`src/design/arpc_pkg.sv`:
```
// Shared types and constants for the ARP cache table with aging.
package arpc_pkg;

    localparam int CACHE_ENTRIES = 64;
    localparam int IDX_W = (CACHE_ENTRIES > 1) ? $clog2(CACHE_ENTRIES) : 1;
    localparam int IP_W = 32;
    localparam int MAC_W = 48;
    localparam int SEC_W = 32;
    localparam int TMO_W = 16;
    localparam logic [TMO_W-1:0] TIMEOUT_RESET = TMO_W'(15);
    localparam int WORD_W = IP_W + MAC_W + SEC_W;

    typedef enum logic [1:0] {
        KIND_LOOKUP = 2'd0,
        KIND_INSERT = 2'd1,
        KIND_TICK   = 2'd2
    } t_kind;

    typedef enum logic [1:0] {
        ST_IDLE,
        ST_SCAN,
        ST_DRAIN,
        ST_FINISH
    } t_state;

    typedef struct packed {
        logic load;
        logic scan;
        logic out_load;
    } t_cmd;

    typedef struct packed {
        logic scan_last;
        logic out_free;
    } t_status;

endpackage

```
`src/design/arpc_ctrl.sv`:
```
// Controller state machine that sequences the table scan for each transaction.
module arpc_ctrl (
    input  logic               i_clk,
    input  logic               i_rst_n,
    input  logic               i_valid,
    output logic               o_ready,
    input  arpc_pkg::t_status  i_status,
    output arpc_pkg::t_cmd     o_cmd
);

    arpc_pkg::t_state r_state;
    arpc_pkg::t_state n_state;

    always_ff @(posedge i_clk) begin
        if (!i_rst_n) begin
            r_state <= arpc_pkg::ST_IDLE;
        end else begin
            r_state <= n_state;
        end
    end

    always_comb begin
        n_state = r_state;
        case (r_state)
            arpc_pkg::ST_IDLE: begin
                if (i_valid) begin
                    n_state = arpc_pkg::ST_SCAN;
                end
            end
            arpc_pkg::ST_SCAN: begin
                if (i_status.scan_last) begin
                    n_state = arpc_pkg::ST_DRAIN;
                end
            end
            arpc_pkg::ST_DRAIN: begin
                n_state = arpc_pkg::ST_FINISH;
            end
            arpc_pkg::ST_FINISH: begin
                if (i_status.out_free) begin
                    n_state = arpc_pkg::ST_IDLE;
                end
            end
            default: begin
                n_state = arpc_pkg::ST_IDLE;
            end
        endcase
    end

    always_comb begin
        o_ready = 1'b0;
        o_cmd = '0;
        case (r_state)
            arpc_pkg::ST_IDLE: begin
                o_ready = 1'b1;
                o_cmd.load = i_valid;
            end
            arpc_pkg::ST_SCAN: begin
                o_cmd.scan = 1'b1;
            end
            arpc_pkg::ST_FINISH: begin
                o_cmd.out_load = i_status.out_free;
            end
            default: begin
                o_ready = 1'b0;
            end
        endcase
    end

`ifndef SYNTHESIS
    a_no_back_to_back: assert property (@(posedge i_clk) disable iff (!i_rst_n)
        (i_valid && o_ready) |=> !o_ready)
        else $error("Controller accepted a transaction while one was in progress.");

    a_load_only_free: assert property (@(posedge i_clk) disable iff (!i_rst_n)
        o_cmd.out_load |-> i_status.out_free)
        else $error("Result loaded while the output register was occupied.");

    a_scan_ends: assert property (@(posedge i_clk) disable iff (!i_rst_n)
        (o_cmd.scan && i_status.scan_last) |=> (!o_cmd.scan && !o_ready))
        else $error("Scan did not stop after the last entry.");
`endif

endmodule

```
`config.mk`:
```
export PLATFORM = sky130hd
export DESIGN_NAME = arpc_ctrl
export DESIGN_NICKNAME = d
export VERILOG_FILES = /design/src/design/arpc_pkg.sv /design/src/design/arpc_ctrl.sv
export SDC_FILE = /design/constraint.sdc
export NUM_CORES = 1
export LEC_CHECK = 0
export ABC_AREA = 1
export BUFFER_PORTS_ARGS = -buffer_cell sky130_fd_sc_hd__buf_2
export CAP_MARGIN = 10
export CORE_AREA = 2 2 39 41
export DETAILED_ROUTE_END_ITERATION = 10
export DIE_AREA = 0 0 41 43
export GPL_ROUTABILITY_DRIVEN = 1
export PLACE_DENSITY_LB_ADDON = 0.05
export REMOVE_ABC_BUFFERS = 1
export SLEW_MARGIN = 40
export SYNTH_ARGS = -nofsm -noshare
export SYNTH_HDL_FRONTEND = slang
export SYNTH_SLANG_ARGS = --single-unit
```
`constraint.sdc`:
```
create_clock -name i_clk -period 1.2 [get_ports i_clk]
set_input_delay 0.12 -clock i_clk [delete_from_list [all_inputs] [get_ports i_clk]]
set_output_delay 0.12 -clock i_clk [all_outputs]
set_load 0.02 [all_outputs]
```
==> impl_results.md <==
* Vias at 194
* Grt ovf at 0
* Post-place instance area at 259.0 µm²
* Avg WL per Cell at 7.702 µm
* Setup ws final at 54.39 ps
* CP Launch Type: flop
* Crit. End Element: output port
* Achievable Freq at 872.9 MHz
* Arr. time, crit path at 1030 ps
* Max Cap Viol at 0
* Clock root cell: clkbuf_4
* Worst Path Required at 1080 ps
* Die area at 1763 µm²
* FF+latch count, synth at 2
* Cells after synthesis at 28
* Worst hold slack at 126.6 ps
* Sink Count at 2
* Cells after DPL at 54
* N_diodes at 0
* Clk_skew at 1.567 ps
* Post-CTS setup repair buffer count at 0
* Post-route cell area at 325.3 µm²
* Max reg flops at 2
* Initial Util at 13.29%
* Util after Layout at 23.51%
* Worst vdd ir at 574.2 µV
* FP Rows at 14
* Final hold vios at 0
* Final worst path period share at 95.47%
* First-pass iteration count of the detailed router at 1
* # hold bufs at CTS at 0
* Outcome: finished clean
* NumNets Final at 52
* TritonCTS buffer count at 3
* Setup_tns at 0 ps
* I/O pin cnt at 9
* Die height at 43 µm
* RSZ-0062 raised after global routing: false
* Reg area at 42.54 µm²
* Sequential-to-total area share from yosys stat at 21.77%
* Vias per cell at 3.404
* Post-route minimum period at 1146 ps
* Mapped cell area at 183.9 µm²
* Leakage at 0.1829 nW
* Initial DRC count at 0
* CTS tree: done
* Top flop regs: r_state (2)
* Final setup vio count at 0
* CTS H-tree depth at 1
* First-pass GRT wire length at 676 µm
* Number of global-route vias before repair at 204
* Largest net degree at the start of global routing at 5
* Fin cells at 57
* Max Root-Sink Buffers at 2
* Max_slew headroom at 92.85%
* Pwr Total at 0.8065 mW
* Routability cong. at 0.7332
* Worst setup path category: reg2out
* Core Region at 1384 µm²
* Routed Antenna Nets at 0
* Slew of the pin with the lowest slew margin at 108.0 ps
* Fin. max-slew vios at 0
* Total GRT Usage at 6.607%
* Final HPWL DP at 348.3 µm
* Clk pin slew, worst setup/hold paths at 30 ps
* Worst skew pair latency at 220 ps
* Synth-to-Final Area Change at 76.87%
* Biggest register: r_state
* Crit-path max FO at 2
* Footprint of the multi-input gates at 145.1 µm²
* Fillers at 169
* Die Wd at 41 µm
* Min-delay worst type: in2reg
* Synth cell types at 8
* Synth warn at 0
* Post-Syn Area per Cell at 6.569 µm²
* Share of cells above drive strength 1 at 56.10%
* Dpl ws at 75.03 ps
* IO Port Bufs at 8
* WL final at 439 µm
* Pwr/cell area at 2479 nW/µm²
* Residual DRC at 0
* Initial antenna violation count at 0
==> final timing paths <==
check | endpoint | cells after the start | slack [ps] | start
worst max-delay path | o_cmd[1] | 3 | 50 | r_state[0]$_SDFFE_PN0P_
worst min-delay path | r_state[0]$_SDFFE_PN0P_ | 3 | 130 | i_rst_n
worst max register to register | r_state[0]$_SDFFE_PN0P_ | 6 | 120 | r_state[0]$_SDFFE_PN0P_
worst min register to register | r_state[1]$_SDFFE_PN0P_ | 4 | 580 | r_state[1]$_SDFFE_PN0P_
==> kinds of logic (layout without fill, tap and decap cells) <==
| group | after synthesis | count (layout) | synth area share (%) |
|---|---|---|---|
| buffers and inverters | 7 | 20 | 14.29 |
| adders and majority gates | 4 | 4 | 27.21 |
| DFF | 2 | 2 | 21.77 |
| and+or+nand+nor | 15 | 15 | 36.74 |
==> cell type report <==
cell class              instances  area share, %
clock buffers                   3          6.923
inverters                       7          8.077
multi-input cells              19          44.62
flip-flops and latches          2          13.08
well taps                      16          6.154
repair buffers                 10          21.15
==> critical path, cell delays in order (launching register included) <==
cell,delay [ps]
dfxtp_2,320
buf_6,120
ha_1,200
buf_2,160
==> placed cells by master (no fill, tap or decap), drive strengths merged <==
| cell | n |
|---|---|
| buf | 10 |
| nand2 | 9 |
| inv | 7 |
| nor2 | 4 |
| ha | 4 |
| clkbuf | 3 |
| dfxtp | 2 |
| nand3 | 1 |
| or2 | 1 |
==> routing by layer <==
| layer | track usage, % | vias up | wire length [µm] |
|---|---|---|---|
| li1 | - | 105 | - |
| met4 | 12.00 | 0 | 8 |
| met5 | 0 | - | 0 |
| met2 | 8.438 | 8 | 210 |
| met3 | 1.571 | 2 | 39 |
| met1 | 5.732 | 79 | 181 |
==> cell usage after synthesis <==
master	instances	area share, %
nor2_1	4	8.2
inv_1	7	14
nand2_1	8	16
or2_0	1	3.4
nand2_2	1	3.4
nand3_2	1	5.4
dfxtp_1	2	22
ha_1	4	27
==> timing repair <==
action                                 4_1_cts  5_1_grt
endpoints found under the hold margin        0        0
setup endpoints to repair                    2        3
gates resized for setup                      7        7
pin swaps                                    0        0
==> power breakdown <==
part           switching (mW)  internal, mW  total [mW]
clock                  0.0340         0.110       0.144
combinational           0.290         0.239       0.529
sequential             0.0276         0.106       0.134
total                   0.352         0.455       0.806
No activity file was read; power rests on OpenSTA's default activity.
